==> src/sv/ireq_pkg.sv <==
`default_nettype none
package ireq_pkg;

  localparam int ACC_WIDTH_DEF = 32;
  localparam int SHIFT_W       = 5;
  localparam int ADDR_W        = 4;
  localparam int DATA_W        = 32;
  localparam int OUT_W         = 8;
  localparam int REM_W         = 2 ** SHIFT_W;
  localparam int HALF_W        = REM_W / 2 + 1;

  localparam int Q_MAX     = 127;
  localparam int Q_MIN     = -128;
  localparam int Q_MIN_SYM = -127;

  typedef logic [1:0] reg_idx_t;
  localparam reg_idx_t REG_SHIFT = 2'd0;
  localparam reg_idx_t REG_MODE  = 2'd1;
  localparam reg_idx_t REG_SYM   = 2'd2;

  localparam logic MODE_NEAREST = 1'b0;
  localparam logic MODE_STOCH   = 1'b1;

  typedef struct packed {
    logic [SHIFT_W-1:0] shift_amount;
    logic               rounding_mode;
    logic               symmetric_clip;
  } cfg_t;

endpackage
`default_nettype wire

==> src/sv/int8_requantize_shift.sv <==
`default_nettype none
// Channel  Handshake                         Payload
// input    start, busy                       in_accumulator
// result   out_valid                         out_quantized
// config   psel, penable, pwrite, pready     paddr, pwdata, prdata
//
// A word is taken in every cycle in which start is high; busy is always low.
// Each result appears for one cycle, after its word has passed the register stages.
// The four register stages are magnitude, rounding offset, shift and saturation.
// Reset is synchronous and clears the configuration registers and the stage valid bits;
// the data registers are not reset. Results cannot be held off, so the pipeline never stalls.
module int8_requantize_shift #(
  parameter int ACC_WIDTH = ireq_pkg::ACC_WIDTH_DEF
) (
  input  wire logic                        clk,
  input  wire logic                        rst_n,
  input  wire logic                        start,
  output logic                             busy,
  input  wire logic signed [ACC_WIDTH-1:0] in_accumulator,
  output logic                             out_valid,
  output logic signed [ireq_pkg::OUT_W-1:0] out_quantized,
  input  wire logic                        psel,
  input  wire logic                        penable,
  input  wire logic                        pwrite,
  input  wire logic [ireq_pkg::ADDR_W-1:0] paddr,
  input  wire logic [ireq_pkg::DATA_W-1:0] pwdata,
  output logic      [ireq_pkg::DATA_W-1:0] prdata,
  output logic                             pready
);
  import ireq_pkg::*;

  localparam int EW = ACC_WIDTH + REM_W + 1;

  cfg_t                  cfg;
  logic                  acc_vld;
  logic                  rnd_vld;
  logic signed [EW-1:0]  near_q;
  logic [ACC_WIDTH-1:0]  sto_q;
  logic                  sto_neg;
  logic [OUT_W-1:0]      q;

  assign busy    = 1'b0;
  assign acc_vld = start & ~busy;

  ireq_cfg u_cfg (
    .clk     (clk),
    .rst_n   (rst_n),
    .psel    (psel),
    .penable (penable),
    .pwrite  (pwrite),
    .paddr   (paddr),
    .pwdata  (pwdata),
    .prdata  (prdata),
    .pready  (pready),
    .cfg     (cfg)
  );

  ireq_round #(.ACC_WIDTH(ACC_WIDTH), .EW(EW)) u_round (
    .clk     (clk),
    .rst_n   (rst_n),
    .in_vld  (acc_vld),
    .in_acc  (in_accumulator),
    .cfg     (cfg),
    .vld     (rnd_vld),
    .near_q  (near_q),
    .sto_q   (sto_q),
    .sto_neg (sto_neg)
  );

  ireq_clip #(.ACC_WIDTH(ACC_WIDTH), .EW(EW)) u_clip (
    .clk     (clk),
    .rst_n   (rst_n),
    .vld     (rnd_vld),
    .near_q  (near_q),
    .sto_q   (sto_q),
    .sto_neg (sto_neg),
    .cfg     (cfg),
    .out_vld (out_valid),
    .out_q   (q)
  );

  assign out_quantized = q;

`ifndef ASSERT_OFF
  a_latency: assert property (@(posedge clk) disable iff (!rst_n)
    out_valid |-> $past(start && !busy, 4))
    else $error("Result strobe without a word taken four cycles earlier.");

  a_sym_range: assert property (@(posedge clk) disable iff (!rst_n)
    (out_valid && cfg.symmetric_clip) |-> (out_quantized != 8'sh80))
    else $error("Symmetric clipping produced -128.");

  a_zero: assert property (@(posedge clk) disable iff (!rst_n)
    (start && !busy && in_accumulator == '0) |-> ##4 (out_valid && out_quantized == '0))
    else $error("Zero accumulator did not give a zero result.");
`endif

endmodule
`default_nettype wire

==> src/sv/ireq_cfg.sv <==
`default_nettype none
module ireq_cfg (
  input  wire logic                       clk,
  input  wire logic                       rst_n,
  input  wire logic                       psel,
  input  wire logic                       penable,
  input  wire logic                       pwrite,
  input  wire logic [ireq_pkg::ADDR_W-1:0] paddr,
  input  wire logic [ireq_pkg::DATA_W-1:0] pwdata,
  output logic      [ireq_pkg::DATA_W-1:0] prdata,
  output logic                            pready,
  output ireq_pkg::cfg_t                  cfg
);
  import ireq_pkg::*;

  cfg_t     cfg_r;
  cfg_t     cfg_nxt;
  reg_idx_t idx;
  logic     wr_en;

  assign idx    = paddr[ADDR_W-1:2];
  assign wr_en  = psel & penable & pwrite;
  assign pready = 1'b1;
  assign cfg    = cfg_r;

  always_comb begin
    cfg_nxt = cfg_r;
    if (wr_en) begin
      case (idx)
        REG_SHIFT: cfg_nxt.shift_amount   = pwdata[SHIFT_W-1:0];
        REG_MODE:  cfg_nxt.rounding_mode  = pwdata[0];
        REG_SYM:   cfg_nxt.symmetric_clip = pwdata[0];
        default:   cfg_nxt = cfg_r;
      endcase
    end
  end

  always_comb begin
    case (idx)
      REG_SHIFT: prdata = DATA_W'(cfg_r.shift_amount);
      REG_MODE:  prdata = DATA_W'(cfg_r.rounding_mode);
      REG_SYM:   prdata = DATA_W'(cfg_r.symmetric_clip);
      default:   prdata = '0;
    endcase
  end

  always_ff @(posedge clk) begin
    if (!rst_n) begin
      cfg_r <= '0;
    end else begin
      cfg_r <= cfg_nxt;
    end
  end

endmodule
`default_nettype wire

==> src/sv/ireq_round.sv <==
`default_nettype none
module ireq_round #(
  parameter int ACC_WIDTH = ireq_pkg::ACC_WIDTH_DEF,
  parameter int EW        = ACC_WIDTH + ireq_pkg::REM_W + 1
) (
  input  wire logic                        clk,
  input  wire logic                        rst_n,
  input  wire logic                        in_vld,
  input  wire logic signed [ACC_WIDTH-1:0] in_acc,
  input  wire ireq_pkg::cfg_t              cfg,
  output logic                             vld,
  output logic signed [EW-1:0]             near_q,
  output logic        [ACC_WIDTH-1:0]      sto_q,
  output logic                             sto_neg
);
  import ireq_pkg::*;

  logic                        s1_vld_r, s1_vld_nxt;
  logic signed [ACC_WIDTH-1:0] s1_acc_r, s1_acc_nxt;
  logic        [ACC_WIDTH-1:0] s1_mag_r, s1_mag_nxt;
  logic                        s1_neg_r, s1_neg_nxt;

  logic                        s2_vld_r, s2_vld_nxt;
  logic signed [EW-1:0]        s2_sum_r, s2_sum_nxt;
  logic        [ACC_WIDTH-1:0] s2_q0_r, s2_q0_nxt;
  logic                        s2_inc_r, s2_inc_nxt;
  logic                        s2_neg_r, s2_neg_nxt;

  logic                        s3_vld_r, s3_vld_nxt;
  logic signed [EW-1:0]        s3_near_r, s3_near_nxt;
  logic        [ACC_WIDTH-1:0] s3_sto_r, s3_sto_nxt;
  logic                        s3_neg_r, s3_neg_nxt;

  logic        [ACC_WIDTH-1:0] acc_u;
  logic signed [EW-1:0]        acc_e;
  logic        [EW-1:0]        half_e;
  logic        [EW-1:0]        mag_e;
  logic        [EW-1:0]        low_mask;
  logic        [REM_W-1:0]     rem;
  logic        [REM_W-1:0]     upper_w;
  logic        [SHIFT_W-2:0]   h;
  logic        [HALF_W-1:0]    hmask;
  logic        [HALF_W-1:0]    upper;
  logic        [HALF_W-1:0]    lower;
  logic        [HALF_W-1:0]    lower_d;

  always_comb begin
    acc_u      = in_acc;
    s1_vld_nxt = in_vld;
    s1_acc_nxt = in_acc;
    s1_neg_nxt = in_acc[ACC_WIDTH-1];
    s1_mag_nxt = s1_neg_nxt ? (ACC_WIDTH'(0) - acc_u) : acc_u;
  end

  always_comb begin
    acc_e      = {{(EW - ACC_WIDTH){s1_acc_r[ACC_WIDTH-1]}}, s1_acc_r};
    half_e     = (EW'(1) << cfg.shift_amount) >> 1;
    s2_sum_nxt = acc_e + half_e;

    mag_e    = EW'(s1_mag_r);
    low_mask = (EW'(1) << cfg.shift_amount) - EW'(1);
    rem      = mag_e[REM_W-1:0] & low_mask[REM_W-1:0];
    h        = cfg.shift_amount[SHIFT_W-1:1];
    hmask    = (HALF_W'(1) << h) - HALF_W'(1);
    upper_w  = rem >> h;
    upper    = upper_w[HALF_W-1:0];
    lower    = rem[HALF_W-1:0] & hmask;
    lower_d  = cfg.shift_amount[0] ? (lower << 1) : lower;

    s2_q0_nxt  = s1_mag_r >> cfg.shift_amount;
    s2_inc_nxt = upper > lower_d;
    s2_neg_nxt = s1_neg_r;
    s2_vld_nxt = s1_vld_r;
  end

  always_comb begin
    s3_vld_nxt  = s2_vld_r;
    s3_near_nxt = s2_sum_r >>> cfg.shift_amount;
    s3_sto_nxt  = s2_q0_r + ACC_WIDTH'(s2_inc_r);
    s3_neg_nxt  = s2_neg_r;
  end

  always_ff @(posedge clk) begin
    if (!rst_n) begin
      s1_vld_r <= 1'b0;
      s2_vld_r <= 1'b0;
      s3_vld_r <= 1'b0;
    end else begin
      s1_vld_r <= s1_vld_nxt;
      s2_vld_r <= s2_vld_nxt;
      s3_vld_r <= s3_vld_nxt;
    end
  end

  always_ff @(posedge clk) begin
    s1_acc_r  <= s1_acc_nxt;
    s1_mag_r  <= s1_mag_nxt;
    s1_neg_r  <= s1_neg_nxt;
    s2_sum_r  <= s2_sum_nxt;
    s2_q0_r   <= s2_q0_nxt;
    s2_inc_r  <= s2_inc_nxt;
    s2_neg_r  <= s2_neg_nxt;
    s3_near_r <= s3_near_nxt;
    s3_sto_r  <= s3_sto_nxt;
    s3_neg_r  <= s3_neg_nxt;
  end

  assign vld     = s3_vld_r;
  assign near_q  = s3_near_r;
  assign sto_q   = s3_sto_r;
  assign sto_neg = s3_neg_r;

endmodule
`default_nettype wire

==> src/sv/ireq_clip.sv <==
`default_nettype none
module ireq_clip #(
  parameter int ACC_WIDTH = ireq_pkg::ACC_WIDTH_DEF,
  parameter int EW        = ACC_WIDTH + ireq_pkg::REM_W + 1
) (
  input  wire logic                        clk,
  input  wire logic                        rst_n,
  input  wire logic                        vld,
  input  wire logic signed [EW-1:0]        near_q,
  input  wire logic        [ACC_WIDTH-1:0] sto_q,
  input  wire logic                        sto_neg,
  input  wire ireq_pkg::cfg_t              cfg,
  output logic                             out_vld,
  output logic        [ireq_pkg::OUT_W-1:0] out_q
);
  import ireq_pkg::*;

  logic                        vld_r, vld_nxt;
  logic        [OUT_W-1:0]     q_r, q_nxt;
  logic signed [EW-1:0]        near_lo;
  logic        [OUT_W-1:0]     near_res;
  logic        [ACC_WIDTH-1:0] sto_lim;
  logic        [ACC_WIDTH-1:0] sto_mag;
  logic        [OUT_W-1:0]     sto_res;

  always_comb begin
    near_lo = cfg.symmetric_clip ? EW'(Q_MIN_SYM) : EW'(Q_MIN);
    if (near_q > EW'(Q_MAX)) begin
      near_res = OUT_W'(Q_MAX);
    end else if (near_q < near_lo) begin
      near_res = near_lo[OUT_W-1:0];
    end else begin
      near_res = near_q[OUT_W-1:0];
    end

    if (sto_neg) begin
      sto_lim = cfg.symmetric_clip ? ACC_WIDTH'(Q_MAX) : ACC_WIDTH'(-Q_MIN);
    end else begin
      sto_lim = ACC_WIDTH'(Q_MAX);
    end
    sto_mag = (sto_q > sto_lim) ? sto_lim : sto_q;
    sto_res = sto_neg ? (OUT_W'(0) - sto_mag[OUT_W-1:0]) : sto_mag[OUT_W-1:0];

    vld_nxt = vld;
    q_nxt   = (cfg.rounding_mode == MODE_STOCH) ? sto_res : near_res;
  end

  always_ff @(posedge clk) begin
    if (!rst_n) begin
      vld_r <= 1'b0;
    end else begin
      vld_r <= vld_nxt;
    end
  end

  always_ff @(posedge clk) begin
    q_r <= q_nxt;
  end

  assign out_vld = vld_r;
  assign out_q   = q_r;

endmodule
`default_nettype wire
==> config.mk <==
export PLATFORM = sky130hd
export DESIGN_NAME = int8_requantize_shift
export DESIGN_NICKNAME = d
export VERILOG_FILES = /design/src/sv/ireq_pkg.sv /design/src/sv/int8_requantize_shift.sv /design/src/sv/ireq_cfg.sv /design/src/sv/ireq_round.sv /design/src/sv/ireq_clip.sv
export SDC_FILE = /design/constraint.sdc
export NUM_CORES = 1
export LEC_CHECK = 0
export ABC_AREA = 1
export ABC_CLOCK_PERIOD_IN_PS = 4690
export BUFFER_PORTS_ARGS = -buffer_cell sky130_fd_sc_hd__buf_2
export CORE_MARGIN = 1
export CORE_UTILIZATION = 34
export CTS_BUF_LIST = sky130_fd_sc_hd__clkbuf_16
export DETAILED_ROUTE_END_ITERATION = 16
export PLACE_DENSITY = 0.52
export SETUP_SLACK_MARGIN = 0.15
export SYNTH_ARGS = -nofsm -noshare
export SYNTH_HDL_FRONTEND = slang
export SYNTH_SLANG_ARGS = --single-unit
==> constraint.sdc <==
create_clock -name clk -period 4.69 [get_ports clk]
set_input_delay 0.938 -clock clk [delete_from_list [all_inputs] [get_ports clk]]
set_output_delay 0.938 -clock clk [all_outputs]
set_load 0.05 [all_outputs]
After elaboration in Yosys (flattened, before gate mapping)
Index checks and enable logic that the tools add are counted.

word-level totals
  bits in registers = 281
  input port bits = 74
  output and inout bits = 43
  logic and storage cells = 55

cells by class
  $add $sub $neg = 6
  magnitude comparators = 4
  eq/ne operators = 2
  shift operators = 5
  mux-type cells = 11
  bitwise logic cells = 4
  reduce and logical (&&, ||, !) cells = 4

operator list
  operator                                                         count
  adder 65 x 64 -> 65 bit                                          1
  greater-than comparator 65 x 8 -> 1 bit (second input constant)  1
  < comparator 65 bit                                              1
  left shift 1 x 5 -> 65 bit (first input constant)                1
  >>> shifter 65 x 5 -> 65 bit                                     1
  two-way mux 8 bit                                                7
  adder 32 x 1 -> 32 bit                                           1
  AND 32 bit                                                       1
  greater-than comparator 32 x 8 -> 1 bit                          1
  >> shifter 32 x 4 -> 17 bit                                      1
  >> shifter 32 x 5 -> 32 bit                                      1
  subtractor 1 x 32 -> 32 bit (first input constant)               1
  subtractor 32 x 2 -> 32 bit (second input constant)              1
  two-way mux 31 bit                                               1
  AND 17 bit                                                       1
  greater-than comparator 17 bit                                   1
  two-way mux 17 bit                                               1
  left shift 1 x 4 -> 17 bit (first input constant)                1
  subtractor 17 x 2 -> 17 bit (second input constant)              1
  one-hot mux 5 bit (3 select lines)                               1
  subtractor 1 x 8 -> 8 bit (first input constant)                 1
  AND reduction 2 bit                                              3
  AND 1 bit                                                        2
  equality test 2 x 1 -> 1 bit (second input constant)             1
  3 further kinds                                                  3

Logic depth before layout (Yosys ltp)
  word-level depth = 7
  depth in mapped cells = 32
  depth with buffers taken out = 28

Modules after synthesis
A second synthesis with hierarchy kept.

unflattened totals
  cells, all modules = 2770
  area total of the unflattened synthesis = 17966.0 sq um

modules (own cells, without submodules)
  module                 times used  cells an instance  area an instance (sq um)  sequential area each (sq um)
  ireq_round             1           2445               16062.9                   5265.0
  ireq_clip              1           230                1292.5                    180.2
  ireq_cfg               1           93                 599.3                     140.1
  int8_requantize_shift  1           2                  11.3                      0.0

Least setup slack after synthesis
OpenSTA, ideal clock, no wires.

  path type = flip-flop to flip-flop
  start point = register u_cfg.cfg_r, in the netlist u_cfg.cfg[2]
  end point = register u_round.s2_inc_r
  library setup time = 0.109 ns
  data arrival time = 3.643 ns
  required time = 4.581 ns
  setup slack = 0.938 ns
  cell stages (with the launch flop) = 32
  buffers on the path = 5
  clock period less this slack = 3.752 ns
  cells stage by stage = dfxtp_1 -> buf_4 -> buf_2 -> buf_2 -> buf_2 -> clkbuf_1 -> nand2_1 -> nor2_1 -> inv_1 -> ha_1 -> inv_1 -> nor2_2 -> nand2_4 -> o21ai_0 -> nand3_1 -> nand2_1 -> o21ai_1 -> nand2_1 -> o21ai_1 -> nand2_1 -> nand2_1 -> inv_1 -> nand2_1 -> inv_1 -> ha_1 -> nand2_1 -> nor2_1 -> o31ai_1 -> a31o_2 -> o311ai_0 -> nand2_1 -> inv_1

between the ends
  cells in the longest elaborated chain, start to end = 6
  elaborated cells on any way between the ends = 7
  classes of those cells = 1 x add/sub; 1 x order compare; 2 x shift; 1 x mux; 2 x bitwise

RTL lines
  element                                                                              RTL line           text
  start: declaration                                                                   ireq_cfg.sv:16     cfg_t cfg_r;
  start signal: assignment                                                             ireq_cfg.sv:51     cfg_r <= cfg_nxt;
  parallel branches: the longest is 5 deep, another holds subtractor 32 x 2 -> 32 bit  --
  greater-than comparator 17 bit (*)                                                   ireq_round.sv:71   s2_inc_nxt = upper > lower_d;
  named net u_round.s2_inc_nxt                                                         ireq_round.sv:26   logic s2_inc_r, s2_inc_nxt;
  end signal: assignment                                                               ireq_round.sv:101  s2_inc_r <= s2_inc_nxt;
  end: declaration                                                                     ireq_round.sv:26

Mark *: on every way through the listed nets, which the timed path passes.
A chain may end at the register's enable or synchronous reset.

Final worst setup path
  start point = register u_cfg.cfg_r, in the netlist u_cfg.cfg[6]
  end point = register u_round.s2_sum_r[32]

between the ends
  cells in the longest elaborated chain, start to end = 2

RTL lines
  element                           RTL line          text
  left shift 1 x 5 -> 65 bit        ireq_round.sv:57  half_e = (EW'(1) << cfg.shift_amount) >> 1;
  adder 65 x 64 -> 65 bit           ireq_round.sv:58  s2_sum_nxt = acc_e + half_e;
  named net u_round.s2_sum_nxt[32]  ireq_round.sv:24  logic signed [EW-1:0] s2_sum_r, s2_sum_nxt;
  end signal: assignment            ireq_round.sv:99  s2_sum_r <= s2_sum_nxt;
  end: declaration                  ireq_round.sv:24

The timed path passes the listed nets, and every way through them passes these cells.

==> impl_summary.log <==
INFO  metric critical-path-slowest-cell = sky130_fd_sc_hd__dfxtp_2
INFO  metric grt_setup_unrepaired = false
INFO  metric power_per_unit_of_standard_cell_area = 327 mW/mm^2
INFO  metric vdd_drop_max = 284 uV
INFO  metric numPortBuffers = 58
INFO  metric final_max_slew_viol_count = 0
INFO  metric max_slew_margin = 49.4%
INFO  metric ys_warn_count = 0
INFO  metric gr-total-overflow = 0
INFO  metric multi_input_area = around 0.011 sq mm
INFO  metric cts_hold_repair.buffers = 0
INFO  metric timing.critical_path.max_delay_family = compound AO/OA/AOI/OAI gates
INFO  metric cts_tree = yes
INFO  metric largest_net_degree_at_the_start_of_global_routing = 62
INFO  metric grt_antenna_before_repair = 4
INFO  metric crit_path_frequent_cell = sky130_fd_sc_hd__inv_1
INFO  metric instances_no_fill = approximately 3500
INFO  metric yosys.cell_count.top_type = sky130_fd_sc_hd__nand2_1
INFO  metric finalWirelength = 63.3 mm
INFO  metric worst-slew-pin-transition = about 750 ps
INFO  metric rows = 84
INFO  metric cts.sinks = between 200 and 300
INFO  metric ant_nets = 0
INFO  metric netlist-cell-type-count = 60
INFO  metric detailedRoute.firstPassIterationCount = 5
INFO  metric height_of_the_chip = between 200 and 250 microns
INFO  metric critical_path.reg2reg.endpoint = u_round.s2_sum_r[32]
INFO  metric seq_area_frac_synth = a little under a third
INFO  metric critPathLaunchType = flip-flop
INFO  metric final_min_period_over_clock_period = 91.0%
INFO  metric p_leak = roughly 9 nW
INFO  metric initialDrtViolationCount = 1388
INFO  metric count_of_flip_flops_with_a_built_in_enable_after_synthesis = 0
INFO  metric reg_to_reg_slack_setup = 420 ps
INFO  metric netlist_top_cells_area = sky130_fd_sc_hd__dfxtp_1, sky130_fd_sc_hd__nand2_1, sky130_fd_sc_hd__o21ai_0
INFO  metric clock_path_buffers = 3
INFO  metric initial_utilization = roughly a third
INFO  metric nFillCells = 5709
INFO  metric yosysTopAreaCell = sky130_fd_sc_hd__dfxtp_1
INFO  metric cp_data_required_time = around 5200 ps
INFO  metric syn-mean-instance-area = 6.58 sq um
INFO  metric wire_per_inst = ~18 microns
INFO  metric cts.repair.resized = 0
INFO  metric netlist_area_before_placement = about 0.018 sq mm
INFO  metric dp.cells = between 3000 and 4000
INFO  metric hpwlAfterDp = around 51 mm
INFO  metric worst_r2r_src = u_cfg.cfg[6]
INFO  metric total_power = around 6.5 mW
INFO  metric num-nets-final = roughly 2900
INFO  metric min_from = u_round.s1_vld_r
INFO  metric hold_fails_final_rpt = 0
INFO  metric cp.buffers_inverters = 6
INFO  metric grt_pass1_vias = roughly 17000
INFO  metric crit_path_max_fanout = 17
INFO  metric post_synth_inst_count = 2747
INFO  metric ioPinCount = 117
INFO  metric setup_tns = 0 ps
INFO  metric crit_path_cell_trace = inv_2 -> buf_4 -> nor2_2 -> inv_2 -> nor2_1 -> inv_1 -> nor2_1 -> ha_1 -> a21oi_1 -> inv_1 -> a31oi_1 -> o21ai_0 -> a21oi_1 -> nand2_4 -> a21boi_0 -> ha_1 -> inv_1
INFO  metric final_layout_size_suffix_gt1_share = 9.27%
INFO  metric wire_length_of_the_first_global_routing_pass = 97.5 mm
INFO  metric netlist_top_cells_count = sky130_fd_sc_hd__nand2_1, sky130_fd_sc_hd__o21ai_0, sky130_fd_sc_hd__dfxtp_1
INFO  metric hold_path_class = reg -> reg
INFO  metric status = completed
INFO  metric core-area = 0.0526 sq mm
INFO  metric synth_top_flop_cell = sky130_fd_sc_hd__dfxtp_1
INFO  metric cts_root_buf = sky130_fd_sc_hd__clkbuf_16
INFO  metric reg2regPathDepth = 17
INFO  metric ys_async_sr_fraction = 0%
INFO  metric setup-violations-final = 0
INFO  metric clk_pin_slew = 60 ps
INFO  metric clock-skew-final = 15.6 ps
INFO  metric die_w = about 230 microns
INFO  metric h-tree-depth = 1
INFO  metric hold_depth = 2
INFO  metric post_cts_buffers = 0
INFO  metric cp_data_arrival_time = 4820 ps
INFO  metric via_count = 18300
INFO  metric critPathCaptureType = flip-flop
INFO  metric area.sequential = approximately 0.0056 sq mm
INFO  metric timing.hold.worst_endpoint = u_round.s2_vld_r
INFO  metric finalWeightedCongestion = ~0.96
INFO  metric tritoncts.num_buffers = 31
INFO  metric synth-seq-cells = 279
INFO  metric drc_errors = 0
INFO  metric yosys.area.top_type_share = slightly above 30%
INFO  metric maxClockFrequency = 234 MHz
INFO  metric min_period = 4270 ps
INFO  metric area.growth.synth_to_final = 9.70%
INFO  metric die-area = 0.0541 sq mm
INFO  metric drt-vias-per-instance = approximately 5.3
INFO  metric critical_path.max_stage_delay = 490 ps
INFO  metric grt_use_total = 23.1%
INFO  metric worst_skew_pair.late_latency = 600 ps
INFO  metric criticalPathCategory = reg -> reg
INFO  metric maxCapViolCount = 0
-- power by group --
part           total, mW  internal, mW  leakage, nW  switching (mW)
sequential          2.85          2.64         2.35           0.206
combinational       1.22         0.386         6.33           0.834
clock               2.42          1.40        0.522            1.02
-- worst max path at each step --
stage            startpoint                   end  slack, ps  depth (start not counted)
6_report       u_cfg.cfg[6]  u_round.s2_sum_r[32]        420                         17
3_5_place_dp   u_cfg.cfg[6]  u_round.s2_sum_r[32]        490                         17
5_1_grt        u_cfg.cfg[6]      u_round.s2_inc_r        180                         27
3_3_place_gp   u_cfg.cfg[6]  u_round.s2_sum_r[32]        520                         17
2_1_floorplan  u_cfg.cfg[2]      u_round.s2_inc_r        940                         31
4_1_cts        u_cfg.cfg[6]  u_round.s2_sum_r[32]        480                         17
-- state kept, by name, summed over array words and instances, names as in the netlist, 7 cells and up --
signal and cells:
u_round.s2_sum_r 65, u_round.s1_mag_r 31, u_round.near_q 65, u_clip.out_q 8
u_round.sto_q 32, u_round.s1_acc_r 32, u_cfg.cfg 7, u_round.s2_q0_r 32
-- stage by stage --
stage	area (sq um)	util [%]	hold slack (ps)	setup slack (ps)
finish	19800	37.7	417	422
global route	19800	37.7	437	180
CTS	19800	37.7	421	482
detailed placement	18800	35.8	404	492
global placement	18800	35.8	392	516
floorplan	18200	-	310	938
-- cell families after synthesis --
group,share of synthesized area (%)
and+or+nand+nor,32.8
AOI/OAI and AO/OA,17.2
buffers and inverters,9.11
DFF,30.9
xor gates and xnor gates,3.83
adders and majority gates,4.29
muxes,1.88
other,0.0416
-- placed cells by master, fill, tap and decap left out, drive strengths merged, types with 55 or more instances in the layout --
cell type,n
o21ai,326
nand2,753
inv,235
nor2,234
buf,90
ha,62
xor2,55
nand3,245
a21oi,109
dfxtp,279
-- worst register-to-register path, cell delays in order (launching register included) --
cell and delay, ps:
sky130_fd_sc_hd__dfxtp_2 490, sky130_fd_sc_hd__inv_2 90, sky130_fd_sc_hd__buf_4 250, sky130_fd_sc_hd__nor2_2 330, sky130_fd_sc_hd__inv_2 210, sky130_fd_sc_hd__nor2_1 190, sky130_fd_sc_hd__inv_1 110, sky130_fd_sc_hd__nor2_1 260
sky130_fd_sc_hd__ha_1 390, sky130_fd_sc_hd__a21oi_1 200, sky130_fd_sc_hd__inv_1 70, sky130_fd_sc_hd__a31oi_1 180, sky130_fd_sc_hd__o21ai_0 200, sky130_fd_sc_hd__a21oi_1 450, sky130_fd_sc_hd__nand2_4 260, sky130_fd_sc_hd__a21boi_0 240
sky130_fd_sc_hd__ha_1 250, sky130_fd_sc_hd__inv_1 50
-- layer usage --
layer / track usage, % / part of all wire [%] / vias to the layer above
li1: - / - / 9080
met1: 31.8 / 47 / 8489
met2: 37.4 / 44 / 574
met3: 2.08 / 5.3 / 112
met4: 8.68 / 3.5 / 2
met5: 0 / 0.021 / -
-- final cells by class --
| type | count | area share [%] |
|---|---|---|
| timing repair buffer | 90 | 2.68 |
| clock inverter | 24 | 1.08 |
| antenna | 1 | 0.0126 |
| tap | 688 | 4.34 |
| multi-input combinational | 2106 | 55.2 |
| inverter | 232 | 4.40 |
| clock buffer | 32 | 4.04 |
| sequential | 279 | 28.3 |
Note: power is estimated with default switching activity, not from simulation.
